`src/rtl/oll_pkg.sv`:
```
`timescale 1ns / 1ps

package oll_pkg;

  localparam logic [1:0] CMD_DELETE = 2'd0;
  localparam logic [1:0] CMD_INSERT = 2'd1;
  localparam logic [1:0] CMD_SEARCH = 2'd2;

  typedef enum logic [2:0] {
    ST_OK       = 3'd0,
    ST_EMPTY    = 3'd1,
    ST_BADPOS   = 3'd2,
    ST_FULL     = 3'd3,
    ST_NOTFOUND = 3'd4
  } status_t;

  typedef enum logic [2:0] {
    S_IDLE,
    S_SHIFT,
    S_DRAIN,
    S_PLACE,
    S_SEARCH,
    S_SCHECK,
    S_FINISH
  } state_t;

endpackage

```
`src/rtl/oll_ram.sv`:
```
`timescale 1ns / 1ps

module oll_ram #(
  parameter int WIDTH = 32,
  parameter int DEPTH = 64
) (
  input  logic                                   clk,
  input  logic                                   we,
  input  logic [((DEPTH > 1) ? $clog2(DEPTH) : 1)-1:0] waddr,
  input  logic [WIDTH-1:0]                       wdata,
  input  logic [((DEPTH > 1) ? $clog2(DEPTH) : 1)-1:0] raddr,
  output logic [WIDTH-1:0]                       rdata
);

  logic [WIDTH-1:0] mem [DEPTH];

  always_ff @(posedge clk) begin
    if (we) begin
      mem[waddr] <= wdata;
    end
    rdata <= mem[raddr];
  end

endmodule

```
`src/rtl/ordered_list_insert_delete_search.sv`:
```
`timescale 1ns / 1ps
// An item is accepted only while idle; its result is registered when the control leaves S_FINISH.
// Delete, rejected and unused commands, and a search of an empty list, go straight to S_FINISH.
// Insert goes to S_PLACE when appending, else S_SHIFT moves entries back, last first, then S_DRAIN.
// Search reads entries in order from the first in S_SEARCH, then S_SCHECK; one RAM read port sets both.
// in_stall holds until the result is registered, after any output stall; the next item may follow.
// Reset clears the count and the control state; the entry RAM keeps its contents.

module ordered_list_insert_delete_search
  import oll_pkg::*;
#(
  parameter int CAPACITY = 64
) (
  input  logic        clk,
  input  logic        rst,
  input  logic        in_valid,
  output logic        in_stall,
  input  logic [1:0]  command,
  input  logic [6:0]  position,
  input  logic [31:0] item_value,
  input  logic [31:0] search_key,
  output logic        out_valid,
  input  logic        out_stall,
  output logic [2:0]  status,
  output logic [6:0]  found_position,
  output logic [6:0]  entry_count
);

  localparam int AW = (CAPACITY > 1) ? $clog2(CAPACITY) : 1;
  localparam int CW = $clog2(CAPACITY + 1);
  localparam int PW = ((CW > 7) ? CW : 7) + 1;

  state_t          state, state_next;
  logic [CW-1:0]   total;
  logic [AW-1:0]   idx;
  logic [AW-1:0]   raddr;
  logic [AW-1:0]   pos_m1;
  logic            pend;
  logic [31:0]     val;
  logic [31:0]     key;
  status_t         res_status;
  logic [6:0]      res_found;

  logic            accept;
  logic [PW-1:0]   pos_x;
  logic [PW-1:0]   tot_x;
  logic [PW-1:0]   pos_m1_x;
  logic            pos_ok;
  logic            needs_shift;
  logic            is_full;
  logic            is_empty;
  logic [AW-1:0]   last_idx;
  logic            match;
  logic            out_free;
  logic [AW:0]     found_x;

  logic            ram_we;
  logic [AW-1:0]   ram_waddr;
  logic [31:0]     ram_wdata;
  logic [AW-1:0]   ram_raddr;
  logic [31:0]     ram_rdata;

  assign in_stall    = (state != S_IDLE);
  assign accept      = in_valid && !in_stall;
  assign pos_x       = PW'(position);
  assign tot_x       = PW'(total);
  assign pos_m1_x    = pos_x - PW'(1);
  assign pos_ok      = (pos_x != '0) && (pos_x <= tot_x + PW'(1));
  assign needs_shift = (pos_x <= tot_x);
  assign is_full     = (total == CW'(CAPACITY));
  assign is_empty    = (total == '0);
  assign last_idx    = AW'(total - CW'(1));
  assign match       = pend && (ram_rdata == key);
  assign out_free    = !out_valid || !out_stall;
  assign found_x     = {1'b0, raddr} + (AW + 1)'(1);

  always_comb begin
    state_next = state;
    unique case (state)
      S_IDLE: begin
        if (accept) begin
          priority if (command == CMD_INSERT && pos_ok && !is_full) begin
            state_next = needs_shift ? S_SHIFT : S_PLACE;
          end else if (command == CMD_SEARCH && !is_empty) begin
            state_next = S_SEARCH;
          end else begin
            state_next = S_FINISH;
          end
        end
      end
      S_SHIFT: begin
        if (idx == pos_m1) begin
          state_next = S_DRAIN;
        end
      end
      S_DRAIN:  state_next = S_PLACE;
      S_PLACE:  state_next = S_FINISH;
      S_SEARCH: begin
        priority if (match) begin
          state_next = S_FINISH;
        end else if (idx == last_idx) begin
          state_next = S_SCHECK;
        end
      end
      S_SCHECK: state_next = S_FINISH;
      S_FINISH: begin
        if (out_free) begin
          state_next = S_IDLE;
        end
      end
      default:  state_next = S_IDLE;
    endcase
  end

  always_comb begin
    ram_raddr = idx;
    ram_we    = 1'b0;
    ram_waddr = raddr + AW'(1);
    ram_wdata = ram_rdata;
    unique case (state)
      S_SHIFT, S_DRAIN: begin
        ram_we = pend;
      end
      S_PLACE: begin
        ram_we    = 1'b1;
        ram_waddr = pos_m1;
        ram_wdata = val;
      end
      default: begin
        ram_we = 1'b0;
      end
    endcase
  end

  oll_ram #(
    .WIDTH (32),
    .DEPTH (CAPACITY)
  ) u_ram (
    .clk   (clk),
    .we    (ram_we),
    .waddr (ram_waddr),
    .wdata (ram_wdata),
    .raddr (ram_raddr),
    .rdata (ram_rdata)
  );

  always_ff @(posedge clk) begin
    if (rst) begin
      state     <= S_IDLE;
      total     <= '0;
      pend      <= 1'b0;
      out_valid <= 1'b0;
    end else begin
      state <= state_next;
      pend  <= (state == S_SHIFT) || (state == S_SEARCH && !match);
      if (accept && command == CMD_DELETE && !is_empty) begin
        total <= total - CW'(1);
      end
      if (state == S_PLACE) begin
        total <= total + CW'(1);
      end
      if (state == S_FINISH && out_free) begin
        out_valid <= 1'b1;
      end else if (!out_stall) begin
        out_valid <= 1'b0;
      end
    end
  end

  always_ff @(posedge clk) begin
    if (accept) begin
      val       <= item_value;
      key       <= search_key;
      pos_m1    <= AW'(pos_m1_x);
      res_found <= '0;
      idx       <= (command == CMD_INSERT) ? last_idx : '0;
      if (command == CMD_DELETE) begin
        res_status <= is_empty ? ST_EMPTY : ST_OK;
      end else if (command == CMD_INSERT) begin
        if (!pos_ok) begin
          res_status <= ST_BADPOS;
        end else if (is_full) begin
          res_status <= ST_FULL;
        end else begin
          res_status <= ST_OK;
        end
      end else if (command == CMD_SEARCH) begin
        res_status <= is_empty ? ST_EMPTY : ST_NOTFOUND;
      end else begin
        res_status <= ST_OK;
      end
    end
    if (state == S_SHIFT) begin
      raddr <= idx;
      idx   <= idx - AW'(1);
    end
    if (state == S_SEARCH && !match) begin
      raddr <= idx;
      idx   <= idx + AW'(1);
    end
    if ((state == S_SEARCH || state == S_SCHECK) && match) begin
      res_status <= ST_OK;
      res_found  <= 7'(found_x);
    end
    if (state == S_FINISH && out_free) begin
      status         <= res_status;
      found_position <= res_found;
      entry_count    <= 7'(total);
    end
  end

  assert property (@(posedge clk) disable iff (rst) (state == S_SHIFT) |-> !is_full)
    else $error("Entries are being moved in a full list.");

  assert property (@(posedge clk) disable iff (rst)
      ram_we |-> (state == S_SHIFT || state == S_DRAIN || state == S_PLACE))
    else $error("The entry RAM is written outside an insert.");

  assert property (@(posedge clk) disable iff (rst) (state == S_IDLE) |-> !pend)
    else $error("A RAM read is still pending while idle.");

  assert property (@(posedge clk) disable iff (rst)
      (state == S_SCHECK || state == S_DRAIN) |-> pend)
    else $error("The last read of a pass was not issued.");

  assert property (@(posedge clk) disable iff (rst)
      (state == S_FINISH && out_free) |=> (out_valid && state == S_IDLE))
    else $error("A finished result was not registered.");

endmodule
```
`config.mk`:
```
export PLATFORM = sky130hd
export DESIGN_NAME = ordered_list_insert_delete_search
export DESIGN_NICKNAME = d
export VERILOG_FILES = /design/src/rtl/oll_pkg.sv /design/src/rtl/oll_ram.sv /design/src/rtl/ordered_list_insert_delete_search.sv
export SDC_FILE = /design/constraint.sdc
export NUM_CORES = 2
export LEC_CHECK = 0
export ABC_AREA = 0
export BUFFER_PORTS_ARGS = -buffer_cell sky130_fd_sc_hd__buf_2
export CORE_ASPECT_RATIO = 1.4
export CORE_MARGIN = 5
export CORE_UTILIZATION = 65
export CTS_BUF_LIST = sky130_fd_sc_hd__clkbuf_8
export DETAILED_ROUTE_END_ITERATION = 6
export GPL_ROUTABILITY_DRIVEN = 1
export HOLD_SLACK_MARGIN = 0.1
export PLACE_DENSITY = 0.92
export SLEW_MARGIN = 10
export SYNTH_ARGS = -nofsm -noshare
export SYNTH_HDL_FRONTEND = slang
export SYNTH_SLANG_ARGS = --single-unit
export TNS_END_PERCENT = 10
```
`constraint.sdc`:
```
create_clock -name clk -period 4.8 [get_ports clk]
set_input_delay 0 -clock clk [delete_from_list [all_inputs] [get_ports clk]]
set_output_delay 0 -clock clk [all_outputs]
set_load 0.05 [all_outputs]
```
==> results.md, run 1 <==
Outcome:
- The first error in the log reads "[ERROR GRT-0232] Routing congestion too high. Check the congestion heatmap in the GUI".
- The flow did not finish.
- The last stage reached is global routing (5_1_grt).

Synth:
- Synthesis produced a netlist with a net count of 3635.
- A synthesized cell averages 23.8 um2.
- After synthesis, the share of flip-flops with an asynchronous set or reset is 0%.
- The prevailing post-synth register cell is edfxtp_1.
- The post-synthesis cell type count is 51.
- In the post-synthesis netlist, the cell with the most instances is edfxtp_1.
- The cell count after synthesis is 3538.
- The leading area contributor after synthesis is edfxtp_1.
- The synthesized cell area is 0.0842 mm2.
- The commonest cells after synthesis are 2154 x edfxtp_1, 672 x mux4_2, 138 x nand2_1.
- In the post-synthesis netlist, the biggest area contributors are edfxtp_1 77%, mux4_2 18%, dfxtp_1 1.1%, nand2_1 0.62%, nor2_1 0.47%.
- The share of Yosys cell area claimed by the top area cell type is 76.8%.
- The flip-flop and latch count after synthesis is 2201.
- Yosys mapped a number of flops with a built-in enable equal to 2154.
- The sequential cell area fraction in the yosys report is 77.9%.
- Yosys printed 0 warnings.

GRT:
- Entering global routing, the biggest net connects 100 pins.
- The initial antenna violation count was 101.
- The total overflow left after global routing is 87.
- The total global-route track usage is 59.5%.

Clock network:
- Buffers inserted during clock tree synthesis total 312.
- CTS built an H-tree with a depth of 5.
- The post-CTS setup buffer count is 0.
- The cell sitting at the root of the clock tree is a clkbuf_8.
- The clock sink count is 2201.
- The clock passes through at most 4 buffers.

Floorplan:
- The initial utilization of the core area, before any placement, comes to 65.3%.
- In this run the core area contains 156 standard-cell rows.
- The height of the die is 436 um.
- 96 I/O pins were placed.
- Measured along the x axis, the die boundary spans 314 um.

STA:
- In the global-route stage, repair_timing last flagged the worst endpoint as u_ram.mem[15][27]$_DFFE_PP_/DE.
- The worst endpoint kind after the last repair is a register data pin.

Placed design:
- During placement, the flow inserted port buffers numbering 95.
- Detailed placement ended at an HPWL of 156000 um.
- The final estimated routing congestion in global placement is 0.887.
==> repair_timing <==
item	4_1_cts
gates resized for setup	0
hold endpoints to repair	121
hold buffers	156
==> kinds of logic after synthesis <==
| group | Yosys count | synth area share (%) |
|---|---|---|
| AOI/OAI and AO/OA | 76 | 0.612 |
| buffers and inverters | 192 | 0.935 |
| xor gates and xnor gates | 69 | 0.718 |
| muxes | 672 | 18.0 |
| and+or+nand+nor | 308 | 1.54 |
| adders and majority gates | 20 | 0.297 |
| DFF | 2201 | 77.9 |
==> routing by layer <==
| metal | GRT overflow | GRT usage (%) |
|---|---|---|
| met3 | 7 | 47.4 |
| met5 | 0 | 26.7 |
| met1 | 8 | 59.7 |
| met2 | 26 | 74.2 |
| met4 | 46 | 54.3 |
==> through the flow <==
step | std cells | util, % | instance area [um2] | setup WS, ns
after CTS | 6034 | 73.8 | 95200 | 0.181
after detailed placement | 5343 | 68.2 | 87900 | 0.520
after global placement | 5343 | 68.2 | 87900 | 1.19
after floorplan | 3538 | - | 84200 | 0.819
==> inputs of run 2 (changes only) <==
--- a/config.mk
+++ b/config.mk
@@ -7,14 +7,11 @@
 export LEC_CHECK = 0
 export ABC_AREA = 0
 export BUFFER_PORTS_ARGS = -buffer_cell sky130_fd_sc_hd__buf_2
-export CORE_ASPECT_RATIO = 1.4
 export CORE_MARGIN = 5
-export CORE_UTILIZATION = 65
-export CTS_BUF_LIST = sky130_fd_sc_hd__clkbuf_8
+export CORE_UTILIZATION = 40
 export DETAILED_ROUTE_END_ITERATION = 6
 export GPL_ROUTABILITY_DRIVEN = 1
-export HOLD_SLACK_MARGIN = 0.1
-export PLACE_DENSITY = 0.92
+export PLACE_DENSITY_LB_ADDON = 0.15
 export SLEW_MARGIN = 10
 export SYNTH_ARGS = -nofsm -noshare
 export SYNTH_HDL_FRONTEND = slang
==> run 2 against run 1 <==
Net effect: synthesized cell count did not move; the flow now finishes without violations; area after synthesis did not move.
==> results.md, run 2 <==
Outcome:
- The run finished with clean final reports.

Min path:
- The worst hold-check path type is input port to register.
- In this run the most critical hold path is launched from rst.
- The worst hold path terminates at total[4].
- The number of stages on the worst hold path is 3.

Setup path:
- Walking the worst path, the cells encountered are ha_1, nand3_1, xor2_1, nand2_1, o21a_1, nor2_1, nand2_1, nor2_4, buf_12.
- The critical path's slowest cell is nor2_4.
- The worst setup path is launched from a register.
- At the worst endpoint, the arrival time is 4.23 ns.
- Measured in cells, the most critical reg-to-reg path has a length of 9.
- The nature of the critical path endpoint is a register.
- By startpoint and endpoint, the worst setup path is classified as register to register.
- The endpoint identified for the worst register-to-register timing path is u_ram.mem[44][25].
- The largest single stage delay on the critical path is 0.67 ns.
- The most frequent cell on the critical path is nand2_1.
- The data required time of the worst path is 5.35 ns.
- The startpoint of the most critical register-to-register path is raddr[0].
- The internal reg-to-reg setup slack is 1.12 ns.
- The highest fanout seen on the critical path is 21.

Flow run:
- Max-cap violations in this run came to 0.

STA:
- The actual transition at the worst max-transition pin is 1.26 ns.
- For the final database, setup skew stands at 0.0500 ns.
- In the final timing run, aggregate negative setup slack is 0 ns.
- Setup violations remaining at the end of the flow were counted as 0.
- Measured against its own limit, the worst slew margin works out to 15.9%.
- The count of pins over their slew limit is 0.
- Timing would allow up to 0.272 GHz.
- Setup repair after global routing left no endpoint under its margin.
- Of the available clock period, the critical path in the final layout requires 76.7%.
- The number of failing hold endpoints at the final stage is 0.
- The clock period minus final worst setup slack is 3.68 ns.

Clock network:
- The clock sink count is 2201.
- Buffers inserted during clock tree synthesis total 224.
- For the worst-skew pair, the clock arrives at the later sink with an insertion delay of 0.86 ns.
- Clock-pin slew was measured on the worst setup and hold paths at 0.06 ns.
- The clock tree synthesis step divided the H-tree into 4 levels.
- Once the clock tree was built, the resizer swapped 0 gates to a different size.
- Clock tree synthesis selected as its root buffer the cell clkbuf_16.
- The CTS tree is built.
- Once the clock tree was built, the setup fixing pass inserted 0 buffers.
- The deepest clock path buffer count is 3.

Final layout:
- The number of nets at the end of the flow is 4092.
- The register with the most flip-flops is u_ram.mem.
- The core utilization of the finished layout is 46.9%.
- The number of flip-flops under the largest register name is 2048.
- The area of all placed cells without fillers is 0.0984 mm2.
- Leaving out fill and tap cells, the most frequent cells in the layout are 2154 x edfxtp_1, 672 x mux4_2, 226 x clkbuf_16.
- In the final layout, the share of cells above drive strength 1 is 32.4%.
- Relative to the synthesized area, the layout overhead comes to 16.8%.
- The fill cell total of the finished layout is 17.1k.
- Leaving out fill and tap cells, the most frequent cell in the layout is edfxtp_1.

Floorplan:
- During I/O placement, the number of pins put on the boundary was 96.
- The floorplan step set the die height to 469 um.
- The number of placement rows is 168.
- The initial utilization of the core area, before any placement, comes to 40.2%.
- The area of the core is 0.210 mm2.
- Measured along the x axis, the die boundary spans 469 um.
- The die covers 0.220 mm2.

GRT:
- In the global route stage, overall resource usage came out at 20.0%.
- The global-route wire length before repair is 311000 um.
- Entering global routing, the biggest net connects 91 pins.
- Global routing finished with a remaining overflow of 0.
- The via count of the first global-routing pass is 39.6k.
- The initial antenna violation count was 27.

Synth:
- Sorting the synthesized cells by area gives the leading types as edfxtp_1 77%, mux4_2 18%, dfxtp_1 1.1%, nand2_1 0.62%, nor2_1 0.47%.
- A synthesized cell averages 23.8 um2.
- The async set-or-reset flop fraction in the synthesized netlist is 0%.
- The biggest area contributor in the post-synthesis netlist is edfxtp_1.
- The prevailing post-synth register cell is edfxtp_1.
- Synthesis instantiated 51 different standard cells from the library.
- The sequential cell area fraction in the yosys report is 77.9%.
- The share of Yosys cell area claimed by the top area cell type is 76.8%.
- The cell area that synthesis handed to floorplanning was 0.0842 mm2.
- By instance count, the leading cell after synthesis is edfxtp_1.
- The number of enable flip-flop cells after synthesis is 2154.
- The cell count after synthesis is 3538.
- In the synthesized netlist, the cells that appear most often are 2154 x edfxtp_1, 672 x mux4_2, 138 x nand2_1.
- For this run, the number of Yosys warnings is 0.
- The net count after synthesis is 3635.
- The synthesized design contains 2201 register bits.

Placed design:
- The total half-perimeter wirelength after legalization and detailed placement is 136000 um.
- Summing all placed instances gives a cell area of 0.0898 mm2.
- During placement, the flow inserted port buffers numbering 95.
- The congestion estimate from routability-driven global placement came to 0.807.

Drt:
- The sum of routed wire length over all layers is 219000 um.
- Dividing the detail-routed wire length by the instance count gives 31.4 um.
- Summing over every cut layer, the via total after detailed routing is 39.0k.
- The detailed-route DRC error count is 0.
- In this run, the number of DRC markers left after iteration 0 of detailed routing was 4170.
- After detailed routing, the number of vias per cell comes to 5.59.
- The detailed-routing iteration count for the pre-antenna-repair pass is 6.
- The detail route stage leaves a number of antenna-violating nets equal to 0.

Power and ir drop:
- The worst-case IR drop observed on VDD is 0.000664 V.
- Dividing total power by cell area gives a power density of 628 mW/mm2.
- Summing internal, switching and leakage power gives 61.8 mW.
- The analysis attributes to cell leakage a power of 30.5 nW.
==> run 2: cell counts after synthesis <==
Identical to the previous run, type by type.
==> run 2: critical path: cells and delay by family, from the launching register on <==
| family | cells | cell delay [ns] |
|---|---|---|
| buf+inv | 1 | 0.25 |
| xor+xnor | 1 | 0.56 |
| compound gates | 1 | 0.15 |
| flops | 1 | 0.48 |
| simple gates | 5 | 1.66 |
| fa+ha+maj | 1 | 0.28 |
==> run 2: per-stage QoR <==
step	worst slack, ns	instances	hold WS, ns
floorplan	0.819	3538	0.0716
global placement	0.485	6425	0.179
detailed placement	1.26	6426	0.178
CTS	1.28	6978	0.0550
global route	1.09	6979	0.0951
finish	1.12	6983	0.114
==> run 2: worst max-delay path by stage <==
stage               startpoint                end  slack (ns)  cells past startpoint
global route          state[0]  u_ram.mem[46][27]        1.09                      8
global placement        key[1]       res_found[4]        0.48                      6
detailed placement    state[0]  u_ram.mem[46][20]        1.26                      8
floorplan             state[1]   u_ram.mem[0][17]        0.82                      4
CTS                   raddr[0]  u_ram.mem[46][27]        1.28                      9
finish                raddr[0]  u_ram.mem[44][25]        1.12                      9
==> run 2: layout make-up <==
cell class | count | area, um2 | share of cell area [%]
sequential | 2201 | 65600 | 66.7
multi-input combinational | 1145 | 18500 | 18.8
clock buffer | 281 | 5900 | 6.00
timing repair buffer | 404 | 3580 | 3.64
tap | 2805 | 3510 | 3.57
clock inverter | 123 | 1190 | 1.21
inverter | 19 | 81.3 | 0.0827
antenna | 5 | 12.5 | 0.0127
==> run 2: cell families (layout without fill, tap and decap cells) <==
| group | count (synthesis) | in the layout | synth area share [%] |
|---|---|---|---|
| multiplexers | 672 | 672 | 18.0 |
| AO/OA/AOI/OAI | 76 | 76 | 0.612 |
| XOR/XNOR | 69 | 69 | 0.718 |
| adder cells (fa/ha/maj) | 20 | 20 | 0.297 |
| other | 0 | 5 | 0 |
| flip-flops | 2201 | 2201 | 77.9 |
| buffers and inverters | 192 | 827 | 0.935 |
| AND/OR/NAND/NOR | 308 | 308 | 1.54 |
==> run 2: timing repair <==
item | in CTS | in global routing
hold endpoints to repair | 108 | 0
hold buffers | 148 | 0
setup endpoints to repair | 0 | 0
==> run 2: power breakdown <==
part,switching (mW),internal (mW),leakage [nW]
Sequential,0.611,24.9,19.8
Clock,7.27,9.69,3.45
Combinational,12.2,7.16,7.26
Total,20.1,41.7,30.5
==> run 2: per-layer routing <==
metal	wire [um]	vias up	track usage [%]	share of wire, %
met2	103000	1257	31.0	47
met3	13900	229	3.34	6.4
met4	3560	0	3.82	1.6
li1	-	16100	-	-
met1	98700	21500	30.3	45
met5	0	-	0	0
Power figures use the tool's default switching activity.
